[src/hw/rtl/brp_pkg.sv]
// ----------------------------------------------------------------------------
// brp_pkg: shared definitions for the binary request parser
// Event and request codes, configuration register indexes, reset values
// and the default length prefix size.
// ----------------------------------------------------------------------------
package brp_pkg;

    // Length prefix size in bytes (big-endian).
    localparam int unsigned PREFIX_BYTES_DEF = 4;

    // Configuration port.
    localparam int unsigned CFG_INDEX_W = 3;
    localparam int unsigned CFG_DATA_W  = 32;

    localparam logic [CFG_INDEX_W-1:0] CFG_MAX_KEY_LENGTH   = 3'd0;
    localparam logic [CFG_INDEX_W-1:0] CFG_MAX_VALUE_LENGTH = 3'd1;
    localparam logic [CFG_INDEX_W-1:0] CFG_OPCODE_PUT       = 3'd2;
    localparam logic [CFG_INDEX_W-1:0] CFG_OPCODE_GET       = 3'd3;
    localparam logic [CFG_INDEX_W-1:0] CFG_OPCODE_DELETE    = 3'd4;
    localparam logic [CFG_INDEX_W-1:0] CFG_OPCODE_STATS     = 3'd5;

    // Register reset values.
    localparam logic [31:0] MAX_KEY_LENGTH_RST   = 32'd65536;
    localparam logic [31:0] MAX_VALUE_LENGTH_RST = 32'd1048576;
    localparam logic [7:0]  OPCODE_PUT_RST       = 8'd11;
    localparam logic [7:0]  OPCODE_GET_RST       = 8'd13;
    localparam logic [7:0]  OPCODE_DELETE_RST    = 8'd12;
    localparam logic [7:0]  OPCODE_STATS_RST     = 8'd21;

    // Kind of a result item.
    typedef enum logic [1:0] {
        EV_KEY     = 2'd0,
        EV_VALUE   = 2'd1,
        EV_DONE    = 2'd2,
        EV_INVALID = 2'd3
    } event_kind_t;

    // Kind of the request being parsed.
    typedef enum logic [1:0] {
        REQ_PUT    = 2'd0,
        REQ_GET    = 2'd1,
        REQ_DELETE = 2'd2,
        REQ_STATS  = 2'd3
    } request_kind_t;

endpackage

[src/hw/rtl/binary_request_parser.sv]
// ----------------------------------------------------------------------------
// binary_request_parser: byte-serial key/value request parser
// Splits a stream of put/get/delete/stats requests, with length-prefixed keys and
// values, into key and value byte items with request framing and error flags.
// ----------------------------------------------------------------------------
// Usage:
//   Request bytes enter on the s_ channel, one byte per item. Each byte
//   produces zero or one result item on the m_ channel: a key byte, a value
//   byte, a request-complete marker or an invalid-opcode marker. The last
//   result of each request has m_last_of_request set.
//   The parser state is updated in the cycle a byte is accepted and the
//   result lands in the output register, so a result appears in the cycle
//   after its byte. One byte is accepted every cycle while the output is
//   not stalled; the only storage in the path is the single output
//   register.
//   When the receiver stalls with a result pending, s_ready drops until the
//   result is taken; bytes that produce no result still wait for that slot.
//   Configuration writes on the cfg_ channel are always ready and take effect
//   at once; write them only while the parser is idle.
//   Reset (aresetn low, synchronous) returns the parser to waiting for an
//   opcode, empties the output register and restores the register defaults.
// ----------------------------------------------------------------------------
module binary_request_parser #(
    parameter int unsigned PREFIX_BYTES = brp_pkg::PREFIX_BYTES_DEF
) (
    input  logic                               aclk,
    input  logic                               aresetn,

    // Configuration write channel.
    input  logic                               cfg_valid,
    output logic                               cfg_ready,
    input  logic [brp_pkg::CFG_INDEX_W-1:0]    cfg_index,
    input  logic [brp_pkg::CFG_DATA_W-1:0]     cfg_data,

    // Request byte input.
    input  logic                               s_valid,
    output logic                               s_ready,
    input  logic [7:0]                         s_in_byte,

    // Result output.
    output logic                               m_valid,
    input  logic                               m_ready,
    output logic [1:0]                         m_event_kind,
    output logic [7:0]                         m_data_byte,
    output logic [1:0]                         m_request_kind,
    output logic                               m_too_big,
    output logic [31:0]                        m_key_length,
    output logic [31:0]                        m_value_length,
    output logic                               m_last_of_request
);

    import brp_pkg::*;

    typedef enum logic [2:0] {
        ST_OPCODE  = 3'd0,
        ST_KEY_LEN = 3'd1,
        ST_KEY     = 3'd2,
        ST_VAL_LEN = 3'd3,
        ST_VAL     = 3'd4
    } stage_t;

    localparam logic [31:0] PREFIX_LEN = 32'(PREFIX_BYTES);

    // Configuration registers.
    logic [31:0] max_key_length_reg;
    logic [31:0] max_value_length_reg;
    logic [7:0]  opcode_put_reg;
    logic [7:0]  opcode_get_reg;
    logic [7:0]  opcode_delete_reg;
    logic [7:0]  opcode_stats_reg;

    // Parser state.
    stage_t        stage_reg, stage_next;
    logic [31:0]   pos_reg, pos_next;
    logic [31:0]   prefix_reg, prefix_next;
    logic [31:0]   key_len_reg, key_len_next;
    logic [31:0]   val_len_reg, val_len_next;
    request_kind_t req_reg, req_next;
    logic          discard_reg, discard_next;
    logic          oversize_reg, oversize_next;

    // Output register.
    logic          m_valid_reg;
    event_kind_t   m_kind_reg;
    logic [7:0]    m_data_reg;
    request_kind_t m_req_reg;
    logic          m_too_big_reg;
    logic [31:0]   m_key_len_reg;
    logic [31:0]   m_val_len_reg;
    logic          m_last_reg;

    // Result produced by the current byte.
    logic          emit;
    event_kind_t   emit_kind;
    logic [7:0]    emit_data;
    logic          emit_last;

    logic          in_accept;
    logic [31:0]   pos_inc;
    logic [31:0]   prefix_acc;
    logic          prefix_done;
    logic          is_put;

    assign cfg_ready = 1'b1;
    assign s_ready   = !m_valid_reg || m_ready;
    assign in_accept = s_valid && s_ready;

    // Prefix accumulation saturates once another byte would overflow 32 bits.
    assign pos_inc     = pos_reg + 32'd1;
    assign prefix_acc  = (prefix_reg > 32'h00FF_FFFF) ? 32'hFFFF_FFFF
                                                      : {prefix_reg[23:0], s_in_byte};
    assign prefix_done = (pos_inc >= PREFIX_LEN);
    assign is_put      = (req_reg == REQ_PUT);

    // Next parser state and the result for the byte on the input.
    always_comb begin
        stage_next    = stage_reg;
        pos_next      = pos_reg;
        prefix_next   = prefix_reg;
        key_len_next  = key_len_reg;
        val_len_next  = val_len_reg;
        req_next      = req_reg;
        discard_next  = discard_reg;
        oversize_next = oversize_reg;
        emit          = 1'b0;
        emit_kind     = EV_DONE;
        emit_data     = 8'd0;
        emit_last     = 1'b0;

        unique case (stage_reg)
            ST_KEY_LEN: begin
                prefix_next = prefix_acc;
                pos_next    = pos_inc;
                if (prefix_done) begin
                    key_len_next = prefix_acc;
                    pos_next     = 32'd0;
                    prefix_next  = 32'd0;
                    stage_next   = ST_KEY;
                    if (prefix_acc > max_key_length_reg) begin
                        discard_next  = 1'b1;
                        oversize_next = 1'b1;
                    end
                    // An empty key ends the key field at once.
                    if (prefix_acc == 32'd0) begin
                        if (is_put) begin
                            stage_next = ST_VAL_LEN;
                        end else begin
                            stage_next = ST_OPCODE;
                            emit       = 1'b1;
                            emit_last  = 1'b1;
                        end
                    end
                end
            end

            ST_KEY: begin
                pos_next = pos_inc;
                if (pos_inc >= key_len_reg) begin
                    pos_next    = 32'd0;
                    prefix_next = 32'd0;
                    stage_next  = is_put ? ST_VAL_LEN : ST_OPCODE;
                    if (discard_reg) begin
                        emit      = !is_put;
                        emit_last = 1'b1;
                    end else begin
                        emit      = 1'b1;
                        emit_kind = EV_KEY;
                        emit_data = s_in_byte;
                        emit_last = !is_put;
                    end
                end else if (!discard_reg) begin
                    emit      = 1'b1;
                    emit_kind = EV_KEY;
                    emit_data = s_in_byte;
                end
            end

            ST_VAL_LEN: begin
                prefix_next = prefix_acc;
                pos_next    = pos_inc;
                if (prefix_done) begin
                    val_len_next = prefix_acc;
                    pos_next     = 32'd0;
                    prefix_next  = 32'd0;
                    stage_next   = ST_VAL;
                    if (prefix_acc > max_value_length_reg) begin
                        discard_next  = 1'b1;
                        oversize_next = 1'b1;
                    end
                    // An empty value completes the put here.
                    if (prefix_acc == 32'd0) begin
                        stage_next = ST_OPCODE;
                        emit       = 1'b1;
                        emit_last  = 1'b1;
                    end
                end
            end

            ST_VAL: begin
                pos_next = pos_inc;
                if (pos_inc >= val_len_reg) begin
                    stage_next = ST_OPCODE;
                    pos_next   = 32'd0;
                    emit       = 1'b1;
                    emit_last  = 1'b1;
                    if (!discard_reg) begin
                        emit_kind = EV_VALUE;
                        emit_data = s_in_byte;
                    end
                end else if (!discard_reg) begin
                    emit      = 1'b1;
                    emit_kind = EV_VALUE;
                    emit_data = s_in_byte;
                end
            end

            default: begin
                // Waiting for an opcode; unused stage codes land here too.
                stage_next    = ST_KEY_LEN;
                pos_next      = 32'd0;
                prefix_next   = 32'd0;
                key_len_next  = 32'd0;
                val_len_next  = 32'd0;
                discard_next  = 1'b0;
                oversize_next = 1'b0;
                priority if (s_in_byte == opcode_put_reg) begin
                    req_next = REQ_PUT;
                end else if (s_in_byte == opcode_get_reg) begin
                    req_next = REQ_GET;
                end else if (s_in_byte == opcode_delete_reg) begin
                    req_next = REQ_DELETE;
                end else if (s_in_byte == opcode_stats_reg) begin
                    req_next   = REQ_STATS;
                    stage_next = ST_OPCODE;
                    emit       = 1'b1;
                    emit_last  = 1'b1;
                end else begin
                    req_next   = REQ_PUT;
                    stage_next = ST_OPCODE;
                    emit       = 1'b1;
                    emit_kind  = EV_INVALID;
                    emit_last  = 1'b1;
                end
            end
        endcase
    end

    // Configuration registers.
    always_ff @(posedge aclk) begin
        if (!aresetn) begin
            max_key_length_reg   <= MAX_KEY_LENGTH_RST;
            max_value_length_reg <= MAX_VALUE_LENGTH_RST;
            opcode_put_reg       <= OPCODE_PUT_RST;
            opcode_get_reg       <= OPCODE_GET_RST;
            opcode_delete_reg    <= OPCODE_DELETE_RST;
            opcode_stats_reg     <= OPCODE_STATS_RST;
        end else if (cfg_valid && cfg_ready) begin
            unique case (cfg_index)
                CFG_MAX_KEY_LENGTH:   max_key_length_reg   <= cfg_data;
                CFG_MAX_VALUE_LENGTH: max_value_length_reg <= cfg_data;
                CFG_OPCODE_PUT:       opcode_put_reg       <= cfg_data[7:0];
                CFG_OPCODE_GET:       opcode_get_reg       <= cfg_data[7:0];
                CFG_OPCODE_DELETE:    opcode_delete_reg    <= cfg_data[7:0];
                CFG_OPCODE_STATS:     opcode_stats_reg     <= cfg_data[7:0];
                default: ;
            endcase
        end
    end

    // Parser state advances on every accepted byte.
    always_ff @(posedge aclk) begin
        if (!aresetn) begin
            stage_reg    <= ST_OPCODE;
            pos_reg      <= 32'd0;
            prefix_reg   <= 32'd0;
            key_len_reg  <= 32'd0;
            val_len_reg  <= 32'd0;
            req_reg      <= REQ_PUT;
            discard_reg  <= 1'b0;
            oversize_reg <= 1'b0;
        end else if (in_accept) begin
            stage_reg    <= stage_next;
            pos_reg      <= pos_next;
            prefix_reg   <= prefix_next;
            key_len_reg  <= key_len_next;
            val_len_reg  <= val_len_next;
            req_reg      <= req_next;
            discard_reg  <= discard_next;
            oversize_reg <= oversize_next;
        end
    end

    // Output register valid flag.
    always_ff @(posedge aclk) begin
        if (!aresetn) begin
            m_valid_reg <= 1'b0;
        end else if (in_accept && emit) begin
            m_valid_reg <= 1'b1;
        end else if (m_ready) begin
            m_valid_reg <= 1'b0;
        end
    end

    // Output payload; fields report the state as updated by this byte.
    always_ff @(posedge aclk) begin
        if (in_accept && emit) begin
            m_kind_reg    <= emit_kind;
            m_data_reg    <= emit_data;
            m_req_reg     <= req_next;
            m_too_big_reg <= oversize_next;
            m_key_len_reg <= key_len_next;
            m_val_len_reg <= val_len_next;
            m_last_reg    <= emit_last;
        end
    end

    assign m_valid           = m_valid_reg;
    assign m_event_kind      = m_kind_reg;
    assign m_data_byte       = m_data_reg;
    assign m_request_kind    = m_req_reg;
    assign m_too_big         = m_too_big_reg;
    assign m_key_length      = m_key_len_reg;
    assign m_value_length    = m_val_len_reg;
    assign m_last_of_request = m_last_reg;

    // Discarding only ever follows an oversize length.
    a_discard_implies_oversize: assert property (
        @(posedge aclk) disable iff (!aresetn)
        discard_reg |-> oversize_reg
    ) else $error("discarding without an oversize length");

    // The prefix byte count never reaches the prefix size between bytes.
    a_prefix_pos_bound: assert property (
        @(posedge aclk) disable iff (!aresetn)
        (stage_reg == ST_KEY_LEN || stage_reg == ST_VAL_LEN) |-> (pos_reg < PREFIX_LEN)
    ) else $error("prefix byte position out of range");

    // Key and value bytes are never passed out of a discarded request.
    a_data_not_too_big: assert property (
        @(posedge aclk) disable iff (!aresetn)
        (m_valid_reg && (m_kind_reg == EV_KEY || m_kind_reg == EV_VALUE)) |-> !m_too_big_reg
    ) else $error("data byte emitted from an oversize request");

    // A stats opcode yields a complete marker in the next cycle.
    a_stats_done: assert property (
        @(posedge aclk) disable iff (!aresetn)
        (in_accept && stage_reg == ST_OPCODE && s_in_byte == opcode_stats_reg
         && s_in_byte != opcode_put_reg && s_in_byte != opcode_get_reg
         && s_in_byte != opcode_delete_reg)
        |=> (m_valid_reg && m_kind_reg == EV_DONE && m_req_reg == REQ_STATS && m_last_reg)
    ) else $error("stats request did not complete");

    // An invalid opcode result is a final result with no decoded lengths.
    a_invalid_shape: assert property (
        @(posedge aclk) disable iff (!aresetn)
        (m_valid_reg && m_kind_reg == EV_INVALID)
        |-> (m_last_reg && m_req_reg == REQ_PUT && m_key_len_reg == 32'd0
             && m_val_len_reg == 32'd0 && !m_too_big_reg)
    ) else $error("malformed invalid-opcode result");

endmodule
[config.mk]
export PLATFORM = sky130hd
export DESIGN_NAME = binary_request_parser
export DESIGN_NICKNAME = d
export VERILOG_FILES = /design/src/hw/rtl/brp_pkg.sv /design/src/hw/rtl/binary_request_parser.sv
export SDC_FILE = /design/constraint.sdc
export NUM_CORES = 1
export LEC_CHECK = 0
export ABC_CLOCK_PERIOD_IN_PS = 10250
export BUFFER_PORTS_ARGS = -buffer_cell sky130_fd_sc_hd__clkbuf_2
export CAP_MARGIN = 10
export CORE_AREA = 5 5 172 174
export DETAILED_ROUTE_END_ITERATION = 10
export DIE_AREA = 0 0 177 179
export PLACE_DENSITY = 0.83
export SLEW_MARGIN = 25
export SYNTH_ARGS = -nofsm -noshare
export SYNTH_HDL_FRONTEND = slang
export SYNTH_SLANG_ARGS = --single-unit
[constraint.sdc]
create_clock -name aclk -period 10.25 [get_ports aclk]
set_clock_uncertainty 0.1 [all_clocks]
set_input_delay 0.5125 -clock aclk [delete_from_list [all_inputs] [get_ports aclk]]
set_output_delay 0.5125 -clock aclk [all_outputs]
set_load 0.005 [all_outputs]
# Word-level counts from Yosys, hierarchy flattened
# Index checks and enable logic that the tools add are counted.
# W data, S select, Z words.
# totals
register_bits,310
output_inout_bits,81
elab_cells,138
inputBits,48
# classes
reduce_logical,24
eq_ne,19
add_sub_neg,1
mux,64
n_bitwise,2
n_lt_le_gt_ge,6
# op_table
cell,n
$mux W32,8
$pmux W32 S3,2
$pmux W32 S2,2
$ge A32 B32 Y1,2
$gt A32 B32 Y1,2
$add A32 B1 Y32 const B,1
$eq A8 B8 Y1,4
$ge A32 B3 Y1 const B,1
$gt A32 B24 Y1 const B,1
$logic_not A32 Y1,1
$mux W1,32
$mux W2,9
$mux W3,5
$eq A3 B2 Y1 const B,4
$ne A2 B2 Y1 const B,6
$pmux W3 S4,1
$reduce_and A2 Y1,6
$eq A3 B3 Y1 const B,3
$pmux W1 S4,2
$eq A3 B1 Y1 const B,2
$pmux W1 S3,2
$pmux W2 S3,1
$reduce_and A6 Y1,1
$reduce_or A2 Y1,3
other kinds (11),15

# Logic depth before layout (Yosys ltp)
# Gate-level depths: netlist of the first run.
# logic_depth
ltp_word,8
depth_mapped,18
ltp_nobuf,15

# Least setup slack after synthesis of the first run
# Ideal clock, no wire load.
# synth_path
path_type,register to register
startpoint,register pos_reg[0]
endpoint,"register m_data_reg[0], in the netlist m_data_byte[0] (enable)"
path_slack_ns,2.361
t_required_ns,9.610
path_stages_with_launch,16
synth_period_minus_slack_ns,7.889
path_buffers,1
setup_time_ns,0.540
arrival_ns,7.249
path_cell_list,dfxtp_1 ha_1 clkbuf_1 nand3_1 nor3_2 nand4_1 nor2_1 xor2_1 ha_1 nand3_1 nor4_1 nand2_1 a211oi_1 nor3_1 o41a_1 a21oi_1
# synth_between
elab_chain_len,5
elab_cells_between_ends,10
classes_between,1 x add/sub; 3 x order compare; 5 x mux; 1 x reduce/logical
# synth_rtl
element,line,rtl
start: declaration,binary_request_parser.sv:74,"logic [31:0] pos_reg, pos_next;"
start signal: assignment,binary_request_parser.sv:283,pos_reg <= pos_next;
$add A32 B1 Y32 (*),binary_request_parser.sv:109,assign pos_inc = pos_reg + 32'd1;
$ge A32 B32 Y1 (tied with other cells),binary_request_parser.sv:201,if (pos_inc >= val_len_reg) begin
"$mux W1, on equally long branches",--,
$pmux W1 S4 (*),binary_request_parser.sv:130,unique case (stage_reg)
$logic_and A1 B1 Y1 (*),binary_request_parser.sv:306,if (in_accept && emit) begin
end signal: assignment,binary_request_parser.sv:308,m_data_reg <= emit_data;
end: declaration,binary_request_parser.sv:85,logic [7:0] m_data_reg;
# Mark *: on every way between the ends. The rest lies on a longest branch, timed or not.
# A chain may end at the register's enable or synchronous reset.

# Final worst setup path of the first run
# layout_path
startpoint,register pos_reg[0]
endpoint,"register m_kind_reg[0], in the netlist m_event_kind[0] (enable)"
# layout_between
elab_chain_len,5
elab_cells_between_ends,10
classes_between,1 x add/sub; 3 x order compare; 5 x mux; 1 x reduce/logical
# layout_rtl
element,line,rtl
$add A32 B1 Y32 (*),binary_request_parser.sv:109,
$ge A32 B32 Y1 (tied with other cells),binary_request_parser.sv:201,
"$mux W1, on equally long branches",--,
$pmux W1 S4 (*),binary_request_parser.sv:130,
$logic_and A1 B1 Y1 (*),binary_request_parser.sv:306,
end signal: assignment,binary_request_parser.sv:307,m_kind_reg <= emit_kind;
end: declaration,binary_request_parser.sv:84,event_kind_t m_kind_reg;
# Marked as above.

==> impl_metrics.prom, run 1 <==
# TYPE chip_impl_metric gauge
chip_impl_metric{name="detailedPlacementHpwl",unit="um"} 32900
chip_impl_metric{name="finalCoreUtilization",unit="%"} 67.5
chip_impl_info{name="result_of_the_run",value="complete, no violations"} 1
chip_impl_metric{name="flow.area_growth_from_synthesis",unit="%"} 12.8
chip_impl_metric{name="report.final.hold_viol_count",unit=""} 0
chip_impl_metric{name="worst_ep_arrival_time",unit="ps"} 6070
chip_impl_metric{name="postRouteAntennaNets",unit=""} 0
chip_impl_metric{name="finalCritPeriodShare",unit="%"} 58.7
chip_impl_info{name="cts_tree",value="done"} 1
chip_impl_info{name="timing.critical_path.from",value="pos_reg[0]"} 1
chip_impl_metric{name="timing.hold.worst_path_depth",unit=""} 3
chip_impl_metric{name="floorplan.die.width",unit="um"} 177
chip_impl_metric{name="synth_sequential_area_ratio",unit="%"} 42.3
chip_impl_metric{name="floorplan.initialDensity",unit="%"} 59.8
chip_impl_metric{name="max_slew.worst_pin.slew",unit="ps"} 1080
chip_impl_metric{name="drtPass1Iterations",unit=""} 8
chip_impl_metric{name="grt.total_usage",unit="%"} 28.3
chip_impl_metric{name="timing.final.crit_period",unit="ps"} 6020
chip_impl_metric{name="slew_viol_final",unit=""} 0
chip_impl_metric{name="placement.io_buffers",unit=""} 127
chip_impl_metric{name="leakagePower",unit="nW"} 7.31
chip_impl_info{name="critPathCaptureType",value="flop"} 1
chip_impl_metric{name="cts-root-to-sink-buffers",unit=""} 3
chip_impl_info{name="critical_path.reg2reg.startpoint",value="pos_reg[0]"} 1
chip_impl_metric{name="synth.net_count",unit=""} 1997
chip_impl_info{name="synthTopCellsByArea",value="sky130_fd_sc_hd__dfxtp_1, sky130_fd_sc_hd__edfxtp_1, sky130_fd_sc_hd__ha_1"} 1
chip_impl_metric{name="crit_path_max_fanout",unit=""} 42
chip_impl_info{name="maxUsedRoutingLayer",value="met4"} 1
chip_impl_metric{name="timing.reg2reg.worst_path_depth",unit=""} 15
chip_impl_metric{name="fill_cells",unit=""} 2246
chip_impl_info{name="crit_path_class",value="reg -> reg"} 1
chip_impl_metric{name="slew-limit-headroom",unit="%"} 27.7
chip_impl_info{name="worst_hold_startpoint",value="cfg_data[9]"} 1
chip_impl_info{name="dominantRegCellSynth",value="sky130_fd_sc_hd__dfxtp_1"} 1
chip_impl_metric{name="worst_skew_pair.late_latency",unit="ps"} 530
chip_impl_metric{name="via_count_of_the_first_global_routing_pass",unit=""} 13600
chip_impl_metric{name="final_instance_area",unit="um^2"} 18600
chip_impl_metric{name="achievable-frequency",unit="GHz"} 0.166
chip_impl_metric{name="synth_largest_type_area_fraction",unit="%"} 28.1
chip_impl_metric{name="total_inserted_antenna_cells",unit=""} 0
chip_impl_info{name="kind_of_start_point_of_the_critical_path",value="flop"} 1
chip_impl_metric{name="drt-vias-per-instance",unit=""} 6.09
chip_impl_metric{name="yosysWarnings",unit=""} 0
chip_impl_info{name="min_path_type",value="in -> reg"} 1
chip_impl_metric{name="io_pins",unit=""} 129
chip_impl_metric{name="finish.net_count",unit=""} 2072
chip_impl_metric{name="synth_cells",unit=""} 1820
chip_impl_metric{name="wl_per_cell",unit="um"} 19.9
chip_impl_metric{name="power_density",unit="nW/um^2"} 151
chip_impl_info{name="setup_repair_after_global_routing_missed_its_margin",value="no"} 1
chip_impl_info{name="synth_top_cell_by_area",value="sky130_fd_sc_hd__dfxtp_1"} 1
chip_impl_metric{name="post_cts.resized_instances",unit=""} 0
chip_impl_metric{name="die_area",unit="um^2"} 31700
chip_impl_metric{name="placed_cells_incl_taps",unit=""} 2236
chip_impl_metric{name="drt_first_iter_violations",unit=""} 1362
chip_impl_metric{name="area_of_the_core_region",unit="um^2"} 27600
chip_impl_metric{name="grt_start_max_net_pins",unit=""} 95
chip_impl_metric{name="yosys.cell_types.count",unit=""} 71
chip_impl_metric{name="synth-seq-cells",unit=""} 310
chip_impl_metric{name="required",unit="ps"} 10300
chip_impl_metric{name="drcViolationCount",unit=""} 0
chip_impl_metric{name="floorplan.rows",unit=""} 61
chip_impl_metric{name="route.met3.wl",unit="um"} 3740
chip_impl_metric{name="clkTransAtPathRegs",unit="ps"} 60
chip_impl_metric{name="via_count",unit=""} 14000
chip_impl_metric{name="detail_route.wirelength.met1",unit="um"} 19100
chip_impl_metric{name="globalRoute.totalOverflow",unit=""} 0
chip_impl_metric{name="setup_viol",unit=""} 0
chip_impl_metric{name="max-cap-violations",unit=""} 0
chip_impl_info{name="clock_tree.root_cell",value="sky130_fd_sc_hd__clkbuf_16"} 1
chip_impl_metric{name="setup.reg_to_reg.worst_slack",unit="ps"} 4230
chip_impl_metric{name="grt_first_pass_wirelength",unit="um"} 72100
chip_impl_metric{name="synth_enable_flop_cells",unit=""} 78
chip_impl_metric{name="final_layout_size_suffix_gt1_share",unit="%"} 14.4
chip_impl_metric{name="place.gp.congestion",unit=""} 0.946
chip_impl_metric{name="routed_wire_length_on_met2",unit="um"} 21600
chip_impl_metric{name="die_h",unit="um"} 179
chip_impl_metric{name="peakVddDrop",unit="V"} 0.000144
chip_impl_metric{name="p_total",unit="W"} 0.00282
chip_impl_metric{name="layoutNonFillerInstCount",unit=""} 2299
chip_impl_metric{name="grt_antenna_before_repair",unit=""} 0
chip_impl_metric{name="cts_sinks",unit=""} 310
chip_impl_metric{name="netlist_area",unit="um^2"} 16500
chip_impl_metric{name="post_synth.cell_area_avg",unit="um^2"} 9.08
chip_impl_metric{name="number_of_buffers_added_by_the_clock_tree_synthesis_step",unit=""} 35
chip_impl_metric{name="routed_wl",unit="um"} 45800
chip_impl_metric{name="final.setup.tns",unit="ps"} 0
chip_impl_metric{name="placed_cell_area",unit="um^2"} 17400
chip_impl_metric{name="synthArstFlopShare",unit="%"} 0
chip_impl_metric{name="postCtsSetupRepairBufs",unit=""} 0
chip_impl_metric{name="cts-hold-fix-buffers",unit=""} 0
chip_impl_metric{name="ctsHtreeMaxLevel",unit=""} 2
## area by class of cell
class                   count  area (um^2)  area share, %
multi-input cells        1229         8470           45.4
inverters                 173          649           3.48
well taps                 378          473           2.54
repair buffers            146          797           4.28
flip-flops and latches    310         6990           37.5
clock inverters            20          298           1.60
clock buffers              43          967           5.19
## final timing paths
kind | endpoint
setup reg to reg | m_event_kind[0]
hold / removal | max_value_length_reg[9]
setup / recovery | m_event_kind[0]
hold reg to reg | max_value_length_reg[29]
## power breakdown
group	internal [W]	switching, W
clock	0.000853	0.000521
sequential	0.00128	0.0000121
combinational	0.0000486	0.000102
total	0.00218	0.000635
## per-layer routing
metal  track usage [%]  vias up
li1                  -     6591
met1              37.8     6658
met2              47.4      638
met3              4.58      115
met4              9.28        0
met5                 0        -
## worst max-delay path, stage by stage, from the launching register on
cell and delay, ps:
sky130_fd_sc_hd__dfxtp_1 530, sky130_fd_sc_hd__ha_1 420, sky130_fd_sc_hd__nand3_1 230, sky130_fd_sc_hd__nor3_2 560, sky130_fd_sc_hd__nand4_1 360, sky130_fd_sc_hd__nor2_1 210
sky130_fd_sc_hd__xor2_1 270, sky130_fd_sc_hd__ha_1 180, sky130_fd_sc_hd__nand3_1 120, sky130_fd_sc_hd__nor4_1 470, sky130_fd_sc_hd__nand2_1 100, sky130_fd_sc_hd__a211oi_1 270
sky130_fd_sc_hd__nor3_1 130, sky130_fd_sc_hd__o41a_1 450, sky130_fd_sc_hd__a21oi_4 620, sky130_fd_sc_hd__buf_4 570
## metrics by stage
step                setup slack [ps]  hold WS [ps]
floorplan                       2360           332
global placement                4170           341
detailed placement              4330           346
CTS                             4320          96.7
global route                    3770           113
finish                          4230           110
## cell usage in the layout, fill, tap and decap left out, types with 9 or more instances in the layout
cell type                     n
sky130_fd_sc_hd__a21o_1      17
sky130_fd_sc_hd__a21oi_1    127
sky130_fd_sc_hd__and2_1      17
sky130_fd_sc_hd__and3_1      14
sky130_fd_sc_hd__buf_4       16
sky130_fd_sc_hd__clkbuf_16   36
sky130_fd_sc_hd__clkbuf_2   127
sky130_fd_sc_hd__dfxtp_1    232
sky130_fd_sc_hd__edfxtp_1    78
sky130_fd_sc_hd__ha_1       129
sky130_fd_sc_hd__inv_1      172
sky130_fd_sc_hd__nand2_1    253
sky130_fd_sc_hd__nand3_1     50
sky130_fd_sc_hd__nand4_1     34
sky130_fd_sc_hd__nor2_1      93
sky130_fd_sc_hd__nor2_4      10
sky130_fd_sc_hd__nor3_1      32
sky130_fd_sc_hd__nor4_1      22
sky130_fd_sc_hd__o211ai_1     9
sky130_fd_sc_hd__o21ai_0     30
sky130_fd_sc_hd__o22ai_2     30
sky130_fd_sc_hd__o2bb2ai_1  128
sky130_fd_sc_hd__or2_2       12
sky130_fd_sc_hd__xnor2_1     35
sky130_fd_sc_hd__xor2_1      46
## cells by family after synthesis
logic type               share of synthesized area, %
other                                          0.0227
AO/OA/AOI/OAI                                    19.1
adder cells (fa/ha/maj)                          9.76
flip-flops                                       42.3
multiplexers                                    0.363
buffers and inverters                            6.96
XOR/XNOR                                         4.29
AND/OR/NAND/NOR                                  17.2
## synthesized netlist by cell type, types with 5 or more instances
cell type,number
sky130_fd_sc_hd__a21o_1,17
sky130_fd_sc_hd__nand2_1,255
sky130_fd_sc_hd__o21a_1,8
sky130_fd_sc_hd__or3_1,5
sky130_fd_sc_hd__nor3_1,32
sky130_fd_sc_hd__a22o_1,8
sky130_fd_sc_hd__edfxtp_1,78
sky130_fd_sc_hd__buf_6,8
sky130_fd_sc_hd__a21oi_1,129
sky130_fd_sc_hd__o21ai_0,30
sky130_fd_sc_hd__nor2_4,10
sky130_fd_sc_hd__nor2b_1,8
sky130_fd_sc_hd__nor4_1,23
sky130_fd_sc_hd__o211ai_1,9
sky130_fd_sc_hd__or2_2,12
sky130_fd_sc_hd__o31ai_1,5
sky130_fd_sc_hd__o22ai_2,30
sky130_fd_sc_hd__o2bb2ai_1,128
sky130_fd_sc_hd__xnor2_1,35
sky130_fd_sc_hd__inv_1,173
sky130_fd_sc_hd__and4_1,6
sky130_fd_sc_hd__nand4_1,34
sky130_fd_sc_hd__nand2b_1,8
sky130_fd_sc_hd__xor2_1,46
sky130_fd_sc_hd__nand3_1,50
sky130_fd_sc_hd__or4_1,7
sky130_fd_sc_hd__buf_2,10
sky130_fd_sc_hd__ha_1,129
sky130_fd_sc_hd__mux2i_1,6
sky130_fd_sc_hd__and2_1,17
sky130_fd_sc_hd__and3_1,15
sky130_fd_sc_hd__a211oi_1,8
sky130_fd_sc_hd__a41oi_1,5
sky130_fd_sc_hd__dfxtp_1,232
sky130_fd_sc_hd__clkbuf_1,83
sky130_fd_sc_hd__nor2_1,93
sky130_fd_sc_hd__a32o_1,5
Power figures use the tool's default switching activity.
==> run 2, diff against run 1 <==
--- a/config.mk
+++ b/config.mk
@@ -5,7 +5,7 @@
 export SDC_FILE = /design/constraint.sdc
 export NUM_CORES = 1
 export LEC_CHECK = 0
-export ABC_CLOCK_PERIOD_IN_PS = 10250
+export ABC_CLOCK_PERIOD_IN_PS = 5700
 export BUFFER_PORTS_ARGS = -buffer_cell sky130_fd_sc_hd__clkbuf_2
 export CAP_MARGIN = 10
 export CORE_AREA = 5 5 172 174
==> constraint.sdc (replaced) <==
create_clock -name aclk -period 5.7 [get_ports aclk]
set_clock_uncertainty 0.1 [all_clocks]
set_input_delay 0.285 -clock aclk [delete_from_list [all_inputs] [get_ports aclk]]
set_output_delay 0.285 -clock aclk [all_outputs]
set_load 0.005 [all_outputs]
==> impl_metrics.prom, run 2 (synthesis gave the netlist of run 1 again) <==
# TYPE chip_impl_metric gauge
chip_impl_info{name="result_of_the_run",value="complete, no violations"} 1
chip_impl_metric{name="floorplan.rows",unit=""} 61
chip_impl_metric{name="met3_usage",unit="%"} 4.98
chip_impl_metric{name="report.final.hold_viol_count",unit=""} 0
chip_impl_info{name="most_used_cells_in_the_layout_excluding_fill_and_tap_cells",value="sky130_fd_sc_hd__nand2_1, sky130_fd_sc_hd__dfxtp_1, sky130_fd_sc_hd__inv_1"} 1
chip_impl_metric{name="ctsHtreeMaxLevel",unit=""} 2
chip_impl_metric{name="timing.final.crit_period",unit="ps"} 5210
chip_impl_info{name="clock_tree.root_cell",value="sky130_fd_sc_hd__clkbuf_16"} 1
chip_impl_metric{name="post_cts.resized_instances",unit=""} 0
chip_impl_metric{name="slew_viol_final",unit=""} 0
chip_impl_metric{name="power_density",unit="nW/um^2"} 252
chip_impl_info{name="cts_tree",value="done"} 1
chip_impl_metric{name="via_count",unit=""} 14200
chip_impl_metric{name="area_of_the_core_region",unit="um^2"} 27600
chip_impl_info{name="min_path_type",value="in -> reg"} 1
chip_impl_metric{name="die_h",unit="um"} 179
chip_impl_metric{name="cts_sinks",unit=""} 310
chip_impl_metric{name="grt_first_pass_wirelength",unit="um"} 72500
chip_impl_metric{name="crit_path_max_fanout",unit=""} 56
chip_impl_metric{name="slew-limit-headroom",unit="%"} 30.0
chip_impl_metric{name="power.share.switching",unit="%"} 22.7
chip_impl_metric{name="power.combinational.fraction",unit="%"} 6.1
chip_impl_metric{name="leakagePower",unit="nW"} 7.41
chip_impl_metric{name="grt_antenna_before_repair",unit=""} 1
chip_impl_info{name="grt.busiest_layer",value="met2"} 1
chip_impl_metric{name="grt_start_max_net_pins",unit=""} 94
chip_impl_metric{name="grt.total_usage",unit="%"} 28.4
chip_impl_metric{name="detailedPlacementHpwl",unit="um"} 33100
chip_impl_metric{name="grtUsageMet1",unit="%"} 36.6
chip_impl_metric{name="total_inserted_antenna_cells",unit=""} 0
chip_impl_metric{name="final_layout_size_suffix_gt1_share",unit="%"} 14.6
chip_impl_metric{name="wl_per_cell",unit="um"} 19.6
chip_impl_info{name="setup_repair_after_global_routing_missed_its_margin",value="no"} 1
chip_impl_metric{name="achievable-frequency",unit="GHz"} 0.192
chip_impl_metric{name="peakVddDrop",unit="V"} 0.000249
chip_impl_info{name="critPathCaptureType",value="flop"} 1
chip_impl_metric{name="floorplan.initialDensity",unit="%"} 59.8
chip_impl_metric{name="final.setup.tns",unit="ps"} 0
chip_impl_metric{name="clkTransAtPathRegs",unit="ps"} 60
chip_impl_metric{name="drcViolationCount",unit=""} 0
chip_impl_metric{name="place.gp.congestion",unit=""} 0.959
chip_impl_metric{name="p_total",unit="W"} 0.00475
chip_impl_metric{name="finalCritPeriodShare",unit="%"} 91.4
chip_impl_metric{name="timing.final.ws_setup",unit="ps"} 489
chip_impl_metric{name="via_count_of_the_first_global_routing_pass",unit=""} 14100
chip_impl_metric{name="max_slew.worst_pin.slew",unit="ps"} 1050
chip_impl_metric{name="multi_input_area",unit="um^2"} 8470
chip_impl_metric{name="drt-vias-per-instance",unit=""} 6.09
chip_impl_metric{name="detailedPlace.worstSlack",unit="ps"} 617
chip_impl_metric{name="worst_ep_arrival_time",unit="ps"} 5290
chip_impl_metric{name="max-cap-violations",unit=""} 0
chip_impl_metric{name="flow.area_growth_from_synthesis",unit="%"} 14.0
chip_impl_metric{name="required",unit="ps"} 5770
chip_impl_metric{name="setup_viol",unit=""} 0
chip_impl_metric{name="globalRoute.totalOverflow",unit=""} 0
chip_impl_info{name="kind_of_start_point_of_the_critical_path",value="flop"} 1
chip_impl_metric{name="postCtsSetupRepairBufs",unit=""} 0
chip_impl_metric{name="switching_power",unit="W"} 0.00108
chip_impl_metric{name="area.sequential",unit="um^2"} 6990
chip_impl_metric{name="postRouteAntennaNets",unit=""} 0
chip_impl_metric{name="finish.net_count",unit=""} 2113
chip_impl_metric{name="p_seq_share",unit="%"} 48.8
chip_impl_metric{name="fill_cells",unit=""} 2176
chip_impl_metric{name="worst_skew_pair.late_latency",unit="ps"} 510
chip_impl_metric{name="io_pins",unit=""} 129
chip_impl_metric{name="placement.io_buffers",unit=""} 127
chip_impl_metric{name="floorplan.die.width",unit="um"} 177
chip_impl_metric{name="drt_first_iter_violations",unit=""} 1554
chip_impl_metric{name="internal_power",unit="W"} 0.00367
chip_impl_metric{name="die_area",unit="um^2"} 31700
chip_impl_info{name="crit_path_class",value="reg -> reg"} 1
chip_impl_metric{name="grt_util_met2",unit="%"} 48.1
chip_impl_metric{name="p_clk_share",unit="%"} 45.1
chip_impl_metric{name="cts-root-to-sink-buffers",unit=""} 3
chip_impl_metric{name="routed_wl",unit="um"} 45900
chip_impl_metric{name="drtPass1Iterations",unit=""} 6
chip_impl_metric{name="number_of_buffers_added_by_the_clock_tree_synthesis_step",unit=""} 34
chip_impl_info{name="most_common_cell_after_layout_fill_and_taps_aside",value="sky130_fd_sc_hd__nand2_1"} 1
-- run 2: cell count changes in the layout (fill, tap and decap cells not counted), sizes merged --
cell	change
dlygate4sd3	+24
buf	+18
bufinv	-5
clkbuf	+2
clkinv	+1
clkinvlp	+1
inv	-1
-- run 2: metal layers --
metal,vias to the layer above,wire [um]
met4,2,1610
met1,6761,18600
met2,656,21800
met3,141,3980
met5,-,11
li1,6678,-
-- run 2: path summary, 6_finish.rpt --
| check | slack (ps) | from | to | cells after the start |
|---|---|---|---|---|
| worst min-delay path | 7 | cfg_data[7] | opcode_delete_reg[7] | 3 |
| worst min register to register | 350 | max_value_length_reg[13] | max_value_length_reg[13] | 2 |
| worst max register to register | 490 | pos_reg[0] | m_value_length[3] | 15 |
| worst max-delay path | 490 | pos_reg[0] | m_value_length[3] | 15 |
-- run 2: cell type report --
type                       instances  area share, %
tap                              378           2.51
sequential                       310           37.1
timing repair buffer             188           6.25
clock buffer                      45           5.06
clock inverter                    16          0.723
inverter                         173           3.44
multi-input combinational       1229           44.9
-- run 2: timing repair --
action                                 4_1_cts  5_1_grt
setup endpoints to repair                    0        0
endpoints found under the hold margin       48        0
hold buffers                                24        0
-- run 2: critical path, cell delays in order, from the launching register on --
cell,delay (ps)
sky130_fd_sc_hd__dfxtp_1,540
sky130_fd_sc_hd__ha_1,410
sky130_fd_sc_hd__nand3_1,220
sky130_fd_sc_hd__nor3_2,540
sky130_fd_sc_hd__nand4_1,360
sky130_fd_sc_hd__nor2_1,220
sky130_fd_sc_hd__xor2_1,260
sky130_fd_sc_hd__ha_1,180
sky130_fd_sc_hd__nand3_1,110
sky130_fd_sc_hd__nor4_1,430
sky130_fd_sc_hd__nand2_1,120
sky130_fd_sc_hd__a211oi_1,280
sky130_fd_sc_hd__nor3_1,120
sky130_fd_sc_hd__o41a_1,450
sky130_fd_sc_hd__a21oi_4,190
sky130_fd_sc_hd__buf_12,320
-- run 2: power by group through the flow --
stage	registers [W]	logic, W	clock network, W
after floorplan	0.00237	0.000154	0
after global placement	0.00237	0.000262	0
after detailed placement	0.00237	0.000270	0
after CTS	0.00232	0.000285	0.00216
after global routing	0.00232	0.000312	0.00226
final	0.00232	0.000289	0.00214
-- run 2: metrics by stage --
| step | cell area, um^2 | util, % | std cells | hold slack, ps |
|---|---|---|---|---|
| 5_1_grt | 18900 | 68.2 | 2339 | 5.17 |
| 2_1_floorplan | 16500 | - | 1820 | 309 |
| 3_5_place_dp | 17500 | 63.4 | 2254 | 346 |
| 3_3_place_gp | 17500 | 63.4 | 2254 | 343 |
| 4_1_cts | 18800 | 68.2 | 2339 | 0.771 |
| 6_report | 18900 | 68.2 | 2339 | 7.42 |
